<file path="src/hw/rtl/hpts_pkg.sv">
// Package for the heat-pump thermostat mode selector.
// Holds field widths, mode and register codes and the shared structs.
// Depends on nothing; every other file uses it.
`default_nettype none

package hpts_pkg;

    // Field widths
    localparam int TEMP_W  = 18;
    localparam int BAND_W  = 15;
    localparam int LIMIT_W = 8;
    localparam int COUNT_W = 16;
    localparam int MODE_W  = 2;
    localparam int DIFF_W  = TEMP_W + 2;

    // Configuration port widths
    localparam int CFG_IDX_W  = 3;
    localparam int CFG_DATA_W = 18;

    // Heat-pump modes
    localparam logic [MODE_W-1:0] MODE_OFF   = 2'd0;
    localparam logic [MODE_W-1:0] MODE_COOL  = 2'd1;
    localparam logic [MODE_W-1:0] MODE_HEAT  = 2'd2;
    localparam logic [MODE_W-1:0] MODE_HEAT2 = 2'd3;

    // Register indexes
    localparam logic [CFG_IDX_W-1:0] REG_HEAT_SP     = 3'd0;
    localparam logic [CFG_IDX_W-1:0] REG_COOL_SP     = 3'd1;
    localparam logic [CFG_IDX_W-1:0] REG_DEAD_BAND   = 3'd2;
    localparam logic [CFG_IDX_W-1:0] REG_BOOST_BAND  = 3'd3;
    localparam logic [CFG_IDX_W-1:0] REG_BOOST_LIMIT = 3'd4;

    // Register reset values
    localparam logic signed [TEMP_W-1:0] HEAT_SP_RST     = 18'sd21111;
    localparam logic signed [TEMP_W-1:0] COOL_SP_RST     = 18'sd23888;
    localparam logic [BAND_W-1:0]        DEAD_BAND_RST   = 15'd500;
    localparam logic [BAND_W-1:0]        BOOST_BAND_RST  = 15'd1500;
    localparam logic [LIMIT_W-1:0]       BOOST_LIMIT_RST = 8'd20;

    localparam logic [COUNT_W-1:0] COUNT_MAX = {COUNT_W{1'b1}};

    typedef struct packed {
        logic signed [TEMP_W-1:0] heat_setpoint;
        logic signed [TEMP_W-1:0] cool_setpoint;
        logic [BAND_W-1:0]        dead_band;
        logic [BAND_W-1:0]        boost_band;
        logic [LIMIT_W-1:0]       boost_count_limit;
    } t_cfg;

    typedef struct packed {
        logic [MODE_W-1:0]  mode;
        logic [COUNT_W-1:0] count;
    } t_mode_state;

endpackage

`default_nettype wire

</file>
<file path="src/hw/rtl/hpts_ifs.sv">
// Channel interfaces for the thermostat mode selector: sample, result, config.
// Each carries valid, ready and the payload; depends on hpts_pkg.
`default_nettype none

interface hpts_sample_if;
    logic                                valid;
    logic                                ready;
    logic signed [hpts_pkg::TEMP_W-1:0]  temperature;

    modport source (output valid, output temperature, input ready);
    modport sink   (input valid, input temperature, output ready);
endinterface

interface hpts_result_if;
    logic                         valid;
    logic                         ready;
    logic [hpts_pkg::MODE_W-1:0]  hvac_mode;
    logic [hpts_pkg::COUNT_W-1:0] same_mode_count;
    logic                         reversing_valve_level;
    logic                         compressor_level;
    logic                         emergency_heat_level;
    logic                         fan_level;

    modport source (output valid, output hvac_mode, output same_mode_count,
                    output reversing_valve_level, output compressor_level,
                    output emergency_heat_level, output fan_level, input ready);
    modport sink   (input valid, input hvac_mode, input same_mode_count,
                    input reversing_valve_level, input compressor_level,
                    input emergency_heat_level, input fan_level, output ready);
endinterface

interface hpts_cfg_if;
    logic                            valid;
    logic                            ready;
    logic [hpts_pkg::CFG_IDX_W-1:0]  index;
    logic [hpts_pkg::CFG_DATA_W-1:0] data;

    modport source (output valid, output index, output data, input ready);
    modport sink   (input valid, input index, input data, output ready);
endinterface

`default_nettype wire

</file>
<file path="src/hw/rtl/heat_pump_thermostat_mode_select.sv">
// Heat-pump thermostat mode selector, top level.
// Usage:
//   i_sample carries one temperature word (millidegrees C, signed). Each word
//   gives exactly one word on o_result: the new mode (off, cool, heat,
//   stage-2 heat), the same-mode count and four relay pin levels.
//   i_cfg writes the five registers by index (heat setpoint, cool setpoint,
//   dead band, boost band, boost count limit) and drops unknown indexes. It
//   is always ready. Write it only while no sample is in flight (not enforced).
// Stages and throughput:
//   Two stages: an input register, then the mode/count state that doubles as
//   the result register. One sample per cycle is sustained while o_result is
//   ready; the decision for a sample uses the mode and count left by the one
//   before it, in the second stage.
// Reset:
//   Synchronous, active low: mode off, count zero, registers to defaults,
//   both stages empty.
// Stall:
//   While o_result is held, the result word stays put; one more sample is
//   taken into the input register, then i_sample.ready drops.
// Depends on hpts_pkg, hpts_ifs and hpts_mode_logic.
`default_nettype none

module heat_pump_thermostat_mode_select (
    input  wire logic   i_clk,
    input  wire logic   i_rst_n,
    hpts_sample_if.sink i_sample,
    hpts_cfg_if.sink    i_cfg,
    hpts_result_if.source o_result
);
    import hpts_pkg::*;

    t_cfg                     r_cfg;
    logic                     r_in_valid;
    logic signed [TEMP_W-1:0] r_temp;
    logic                     r_out_valid;
    t_mode_state              r_state;
    t_mode_state              n_state;
    logic                     w_advance;
    logic                     w_take;

    // Write configuration registers
    assign i_cfg.ready = 1'b1;

    always_ff @(posedge i_clk) begin
        if (!i_rst_n) begin
            r_cfg.heat_setpoint     <= HEAT_SP_RST;
            r_cfg.cool_setpoint     <= COOL_SP_RST;
            r_cfg.dead_band         <= DEAD_BAND_RST;
            r_cfg.boost_band        <= BOOST_BAND_RST;
            r_cfg.boost_count_limit <= BOOST_LIMIT_RST;
        end else if (i_cfg.valid) begin
            unique case (i_cfg.index)
                REG_HEAT_SP:     r_cfg.heat_setpoint     <= signed'(i_cfg.data[TEMP_W-1:0]);
                REG_COOL_SP:     r_cfg.cool_setpoint     <= signed'(i_cfg.data[TEMP_W-1:0]);
                REG_DEAD_BAND:   r_cfg.dead_band         <= i_cfg.data[BAND_W-1:0];
                REG_BOOST_BAND:  r_cfg.boost_band        <= i_cfg.data[BAND_W-1:0];
                REG_BOOST_LIMIT: r_cfg.boost_count_limit <= i_cfg.data[LIMIT_W-1:0];
                default: ;
            endcase
        end
    end

    // Advance a sample into the result stage when that slot is free or leaving
    assign w_advance      = r_in_valid && (!r_out_valid || o_result.ready);
    assign i_sample.ready = !r_in_valid || w_advance;
    assign w_take         = i_sample.valid && i_sample.ready;

    // Hold the accepted sample
    always_ff @(posedge i_clk) begin
        if (!i_rst_n) begin
            r_in_valid <= 1'b0;
        end else if (w_take) begin
            r_in_valid <= 1'b1;
        end else if (w_advance) begin
            r_in_valid <= 1'b0;
        end
    end

    always_ff @(posedge i_clk) begin
        if (w_take) begin
            r_temp <= i_sample.temperature;
        end
    end

    hpts_mode_logic u_mode_logic (
        .i_cfg         (r_cfg),
        .i_temperature (r_temp),
        .i_cur         (r_state),
        .o_next        (n_state)
    );

    // Update mode and count; they are also the result payload
    always_ff @(posedge i_clk) begin
        if (!i_rst_n) begin
            r_state.mode  <= MODE_OFF;
            r_state.count <= '0;
            r_out_valid   <= 1'b0;
        end else begin
            if (w_advance) begin
                r_state <= n_state;
            end
            if (w_advance) begin
                r_out_valid <= 1'b1;
            end else if (o_result.ready) begin
                r_out_valid <= 1'b0;
            end
        end
    end

    // Drive result word; relay levels follow from the mode
    assign o_result.valid                 = r_out_valid;
    assign o_result.hvac_mode             = r_state.mode;
    assign o_result.same_mode_count       = r_state.count;
    assign o_result.reversing_valve_level = (r_state.mode != MODE_COOL);
    assign o_result.compressor_level      = (r_state.mode == MODE_OFF);
    assign o_result.emergency_heat_level  = (r_state.mode != MODE_HEAT2);
    assign o_result.fan_level             = (r_state.mode == MODE_OFF);

`ifndef SYNTHESIS
    // A mode change restarts the count
    a_change_clears: assert property (@(posedge i_clk) disable iff (!i_rst_n)
        (w_advance && n_state.mode != r_state.mode) |=> (r_state.count == '0))
        else $error("count not cleared on mode change");

    // An unchanged mode advances an unsaturated count by one
    a_count_step: assert property (@(posedge i_clk) disable iff (!i_rst_n)
        (w_advance && n_state.mode == r_state.mode && r_state.count != COUNT_MAX)
        |=> (r_state.count == $past(r_state.count) + COUNT_W'(1)))
        else $error("count did not advance");

    // State moves only when a sample advances
    a_state_hold: assert property (@(posedge i_clk) disable iff (!i_rst_n)
        !w_advance |=> $stable(r_state))
        else $error("state changed without a sample");

    // An empty input stage always takes a sample
    a_empty_ready: assert property (@(posedge i_clk) disable iff (!i_rst_n)
        !r_in_valid |-> i_sample.ready)
        else $error("input stage empty but not ready");
`endif

endmodule

`default_nettype wire

</file>
<file path="src/hw/rtl/hpts_mode_logic.sv">
// Next-mode decision for one temperature sample: heat pass, then cool pass,
// then the saturating same-mode count. Combinational; depends on hpts_pkg.
`default_nettype none

module hpts_mode_logic (
    input  wire hpts_pkg::t_cfg                      i_cfg,
    input  wire logic signed [hpts_pkg::TEMP_W-1:0]  i_temperature,
    input  wire hpts_pkg::t_mode_state               i_cur,
    output hpts_pkg::t_mode_state                    o_next
);
    import hpts_pkg::*;

    logic signed [DIFF_W-1:0] w_d_heat;
    logic signed [DIFF_W-1:0] w_d_cool;
    logic signed [DIFF_W-1:0] w_db;
    logic signed [DIFF_W-1:0] w_bb;
    logic                     w_over_limit;
    logic [MODE_W-1:0]        w_heat_mode;
    logic [MODE_W-1:0]        w_cool_mode;
    logic [MODE_W-1:0]        w_mode;

    // Form the setpoint shortfalls and the bands at a common signed width
    assign w_d_heat = DIFF_W'(i_cfg.heat_setpoint) - DIFF_W'(i_temperature);
    assign w_d_cool = DIFF_W'(i_cfg.cool_setpoint) - DIFF_W'(i_temperature);
    assign w_db     = signed'({{(DIFF_W-BAND_W){1'b0}}, i_cfg.dead_band});
    assign w_bb     = signed'({{(DIFF_W-BAND_W){1'b0}}, i_cfg.boost_band});
    assign w_over_limit =
        i_cur.count > {{(COUNT_W-LIMIT_W){1'b0}}, i_cfg.boost_count_limit};

    // Heat pass against the low setpoint; cool counts as off
    always_comb begin
        w_heat_mode = (i_cur.mode == MODE_COOL) ? MODE_OFF : i_cur.mode;
        if (w_heat_mode != MODE_OFF) begin
            if (w_d_heat <= -w_db) begin
                w_heat_mode = MODE_OFF;
            end
            if (w_heat_mode == MODE_HEAT && (w_d_heat > w_bb || w_over_limit)) begin
                w_heat_mode = MODE_HEAT2;
            end
        end else if (w_d_heat > w_bb) begin
            w_heat_mode = MODE_HEAT2;
        end else if (w_d_heat > w_db) begin
            w_heat_mode = MODE_HEAT;
        end
    end

    // Cool pass against the high setpoint; either heat mode counts as off
    always_comb begin
        w_cool_mode = (i_cur.mode == MODE_COOL) ? MODE_COOL : MODE_OFF;
        if (w_cool_mode != MODE_OFF) begin
            if (w_d_cool >= w_db) begin
                w_cool_mode = MODE_OFF;
            end
        end else if (w_d_cool < -w_db) begin
            w_cool_mode = MODE_COOL;
        end
    end

    assign w_mode = (w_heat_mode == MODE_OFF) ? w_cool_mode : w_heat_mode;

    // Restart the count on a change, otherwise advance and saturate
    always_comb begin
        o_next.mode = w_mode;
        if (w_mode != i_cur.mode) begin
            o_next.count = '0;
        end else if (i_cur.count != COUNT_MAX) begin
            o_next.count = i_cur.count + COUNT_W'(1);
        end else begin
            o_next.count = i_cur.count;
        end
    end

endmodule

`default_nettype wire
</file>
<file path="src/flat_wrapper.sv">
// flat-port wrapper written by rule: the top's interface ports become plain ports
module heat_pump_thermostat_mode_select_flat import hpts_pkg::*;
  (i_clk, i_rst_n, i_sample_valid, i_sample_temperature, i_sample_ready, i_cfg_valid, i_cfg_index, i_cfg_data, i_cfg_ready, o_result_valid, o_result_hvac_mode, o_result_same_mode_count, o_result_reversing_valve_level, o_result_compressor_level, o_result_emergency_heat_level, o_result_fan_level, o_result_ready);
  hpts_sample_if i_sample_i ();
  hpts_cfg_if i_cfg_i ();
  hpts_result_if o_result_i ();
  input  wire logic i_clk;
  input  wire logic i_rst_n;
  input wire logic [$bits(i_sample_i.valid)-1:0] i_sample_valid;
  input wire logic [$bits(i_sample_i.temperature)-1:0] i_sample_temperature;
  output wire logic [$bits(i_sample_i.ready)-1:0] i_sample_ready;
  input wire logic [$bits(i_cfg_i.valid)-1:0] i_cfg_valid;
  input wire logic [$bits(i_cfg_i.index)-1:0] i_cfg_index;
  input wire logic [$bits(i_cfg_i.data)-1:0] i_cfg_data;
  output wire logic [$bits(i_cfg_i.ready)-1:0] i_cfg_ready;
  output wire logic [$bits(o_result_i.valid)-1:0] o_result_valid;
  output wire logic [$bits(o_result_i.hvac_mode)-1:0] o_result_hvac_mode;
  output wire logic [$bits(o_result_i.same_mode_count)-1:0] o_result_same_mode_count;
  output wire logic [$bits(o_result_i.reversing_valve_level)-1:0] o_result_reversing_valve_level;
  output wire logic [$bits(o_result_i.compressor_level)-1:0] o_result_compressor_level;
  output wire logic [$bits(o_result_i.emergency_heat_level)-1:0] o_result_emergency_heat_level;
  output wire logic [$bits(o_result_i.fan_level)-1:0] o_result_fan_level;
  input wire logic [$bits(o_result_i.ready)-1:0] o_result_ready;
  assign i_sample_i.valid = i_sample_valid;
  assign i_sample_i.temperature = i_sample_temperature;
  assign i_sample_ready = i_sample_i.ready;
  assign i_cfg_i.valid = i_cfg_valid;
  assign i_cfg_i.index = i_cfg_index;
  assign i_cfg_i.data = i_cfg_data;
  assign i_cfg_ready = i_cfg_i.ready;
  assign o_result_valid = o_result_i.valid;
  assign o_result_hvac_mode = o_result_i.hvac_mode;
  assign o_result_same_mode_count = o_result_i.same_mode_count;
  assign o_result_reversing_valve_level = o_result_i.reversing_valve_level;
  assign o_result_compressor_level = o_result_i.compressor_level;
  assign o_result_emergency_heat_level = o_result_i.emergency_heat_level;
  assign o_result_fan_level = o_result_i.fan_level;
  assign o_result_i.ready = o_result_ready;
  heat_pump_thermostat_mode_select u_core (.i_clk(i_clk), .i_rst_n(i_rst_n), .i_sample(i_sample_i), .i_cfg(i_cfg_i), .o_result(o_result_i));
endmodule
</file>
<file path="config.mk">
export PLATFORM = sky130hd
export DESIGN_NAME = heat_pump_thermostat_mode_select_flat
export DESIGN_NICKNAME = d
export VERILOG_FILES = /design/src/hw/rtl/hpts_pkg.sv /design/src/hw/rtl/hpts_ifs.sv /design/src/hw/rtl/heat_pump_thermostat_mode_select.sv /design/src/hw/rtl/hpts_mode_logic.sv /design/src/flat_wrapper.sv
export SDC_FILE = /design/constraint.sdc
export NUM_CORES = 1
export LEC_CHECK = 0
export BUFFER_PORTS_ARGS = -buffer_cell sky130_fd_sc_hd__buf_2
export CAP_MARGIN = 30
export CORE_MARGIN = 10
export CORE_UTILIZATION = 50
export CTS_BUF_LIST = sky130_fd_sc_hd__clkbuf_16
export DETAILED_ROUTE_END_ITERATION = 10
export PLACE_DENSITY = 0.68
export SLEW_MARGIN = 20
export SYNTH_ARGS = -nofsm -noshare
export SYNTH_HDL_FRONTEND = slang
export SYNTH_SLANG_ARGS = --single-unit
</file>
<file path="constraint.sdc">
create_clock -name i_clk -period 12.44 [get_ports i_clk]
set_clock_uncertainty 0.05 [all_clocks]
set_input_delay 1.866 -clock i_clk [delete_from_list [all_inputs] [get_ports i_clk]]
set_output_delay 1.866 -clock i_clk [all_outputs]
set_load 0.1 [all_outputs]
</file>
==> impl_metrics.toml <==
[placed_design]
port_buffers = 67
pre_cts_slack_ns = 7.23
post_dp_cell_area_sq_um = 8920
place.gp.congestion = 0.950
dp_hpwl_mm = 18.6

[global_routing]
grt_pass1_wl_mm = 38.3
grt_max_degree = 74
grt_use_total_pct = 21.2
antenna_found_initial = 0
grt_pass1_vias = 7231
grt_overflow = 0

[pwr]
power.leakage_nw = 4.12
clockPowerShare_pct = 30.0
p_sw_mw = 0.328
total_power_mw = 0.948
power.density_nw_per_um2 = 103
seqPwrFrac_pct = 40.8
comb_power_share_pct = 29.2
vdd_ir_drop_max_uv = 58.2
swShare_pct = 34.6
internal-power_mw = 0.620

[sta]
setup_ws_ns = 7.14
fmax_mhz = 189
slew_viol_final = 0
period_minus_slack_ns = 5.30
setup_viol = 0
fin_crit_sh_pct = 42.6
rsz0062_at_grt = "false"
timing.setup.tns_ns = 0
hold_viol = 0
slew-limit-headroom_pct = 37.5
worst_slew_pin_slew_ns = 0.936

[routing]
dr_total_vias = 7633
drt_first_pass_iters = 5
via_per_inst = 5.79
ant_nets = 0
route.detailed.drc = 0
wl_mm = 23.7
wl_per_cell_microns = 18.0
drtIter0Drc = 618

[cts]
cts.sinks = 112
cts.clk_slew.worst_paths_ns = 0.08
clk_latency_ns = 0.36
clk_path_buf_depth = 2
cts-root-buf = "clkbuf_16"
cts_resized = 0
hold_buffers = 0
cts_htree_levels = 3
cts_setup_buffers = 0
numCtsBuffers = 9
cts_tree = "built"

[synth]
ys_seq_area_share_pct = 28.7
synth_edf_count = 18
syn_inst = 1046
syn_nets = 1221
ys_async_sr_fraction_pct = 0
syn_avg_cell_area_sq_um = 8.07
yosysUniqueCellTypes = 67
synth_top_flop_cell = "dfxtp_1"
yosysTopAreaCellShare_pct = 22.3
synth_top_area_cell = "dfxtp_1"
synth_area_leaders = "dfxtp_1 (22%), ha_1 (19%), nand2_1 (8.1%)"
synth_area_sq_um = 8440
yosys_register_bits = 112
ys_warn_count = 0

[worst_setup_path]
critPathLaunch = "u_core.r_temp[1]$_DFFE_PP_"
critPathLaunchType = "register"
cp_max_fo = 16
critPathBufInv = 1
worst-setup-path-type = "register to register"
cp.arrival_ns = 5.50
regToRegStartpoint = "u_core.r_temp[1]$_DFFE_PP_"
required_ns = 12.64
cp_top_family = "compound AO/OA/AOI/OAI gates"
cpMostUsedCell = "a21o_1"
cp_cell_sequence = "inv_1, ha_1, nor2b_1, o21ai_2, o211ai_2, a21oi_1, o21ai_0, a21o_1, a21oi_1, xnor2_1, ha_1, a21o_1, a21o_1, nor2_1, o2111ai_1, o31ai_1, o21ai_0, o41ai_1, o31ai_1, a2bb2oi_1, mux2_4, nand2_1, o22ai_1"
slowest_delay_ns = 0.43
regToRegSetupSlack_ns = 7.14
cp-end-kind = "register"
slowest_stage = "mux2_4"

[floorplanning]
num_rows = 47
core_sq_um = 16600
dieArea_sq_um = 22500
die_w_microns = 150
initial_core_util_pct = 50.9
ios = 69
die_h_microns = 150

[finish]
final_common_cell = "nand2_1"
n_fill_cell = 1593
syn_to_final_growth_pct = 9.34
drive_gt1_share_pct = 9.01
final_area_sq_um = 9230
layout.nets = 1269
n_antenna_cell = 0
layout_common_cells = "nand2_1 (181), ha_1 (129), dfxtp_1 (94)"
final_core_util_pct = 55.6

[flow_run]
max-cap-violations = 0

[outcome]
outcome = "finished, final reports clean"

[hold_path]
hold_path_class = "register to register"
hp-start = "u_core.r_cfg[3]$_SDFFE_PN0P_"
[metrics by stage]
stage | cells | hold WS (ns)
floorplan | 1046 | 0.386
global placement | 1301 | 0.397
detailed placement | 1301 | 0.403
CTS | 1317 | 0.414
global route | 1319 | 0.435
finish | 1319 | 0.414
[cells by family (layout without fill, tap and decap cells)]
logic type,after synthesis,count (layout),synth area share [%]
xor+xnor,40,40,4.15
other cells,1,1,0.0444
mux,1,1,0.178
flops,112,112,28.7
simple gates,373,373,20.5
buf+inv,119,172,5.50
compound gates,269,269,21.3
fa+ha+maj,131,131,19.6
[power by group through the flow]
stage	combinational [mW]	sequential (mW)	clock, mW
floorplan	0.196	0.399	0
global placement	0.269	0.395	0
detailed placement	0.271	0.395	0
CTS	0.273	0.386	0.287
global route	0.309	0.388	0.300
finish	0.277	0.386	0.285
[routing by layer]
| layer | global-route usage (%) | vias to the layer above | routed length, microns |
|---|---|---|---|
| li1 | - | 3827 | - |
| met1 | 29.6 | 3538 | 11200 |
| met2 | 33.8 | 242 | 10900 |
| met3 | 2.48 | 26 | 1350 |
| met4 | 5.69 | 0 | 313 |
| met5 | 0 | - | 0 |
[sequential cells by signal (all words and copies together), names as in the netlist]
name / count
u_core.o_result.hvac_mode: 2
u_core.o_result.same_mode_count: 16
u_core.o_result.valid: 1
u_core.r_cfg: 74
u_core.r_in_valid: 1
u_core.r_temp: 18
[path summary, 6_finish.rpt]
check,end,cells after the start
worst min register to register,u_core.r_cfg[3]$_SDFFE_PN0P_,2
worst min-delay path,u_core.r_cfg[3]$_SDFFE_PN0P_,2
worst max register to register,u_core.o_result.same_mode_count[3]$_SDFFE_PN0P_,23
worst max-delay path,u_core.o_result.same_mode_count[3]$_SDFFE_PN0P_,23
[tightest hold or removal path, stage by stage (launching register included)]
cell and delay [ns]:
dfxtp_1 0.31, nand2_1 0.05, a21oi_1 0.05
[area by class of cell]
type	instances	area [sq um]	area share (%)
clock buffers	9	225	2.44
flip-flops and latches	112	2420	26.3
clock inverters	7	57.6	0.624
well taps	220	275	2.98
inverters	85	319	3.46
multi-input cells	815	5560	60.2
repair buffers	71	373	4.04
[synth_stat cells (all sizes together), types with 3 or more instances]
| library cell | instances |
|---|---|
| a211o | 3 |
| nand2 | 181 |
| nor2b | 20 |
| o21a | 9 |
| xnor2 | 30 |
| a211oi | 8 |
| dfxtp | 94 |
| and4 | 4 |
| and3 | 12 |
| o21bai | 4 |
| nand2b | 11 |
| o2111ai | 7 |
| nand3 | 48 |
| o22ai | 8 |
| or3 | 3 |
| buf | 5 |
| a31oi | 12 |
| clkbuf | 29 |
| o211ai | 22 |
| a21o | 33 |
| o21ai | 39 |
| a21oi | 69 |
| a21boi | 24 |
| inv | 85 |
| nand4 | 17 |
| nor2 | 34 |
| nor4 | 10 |
| edfxtp | 18 |
| xor2 | 10 |
| nor3 | 19 |
| ha | 129 |
| and2 | 9 |
| a22oi | 3 |
| a31o | 3 |
| o31ai | 5 |
(Power assumes the default switching activity.)
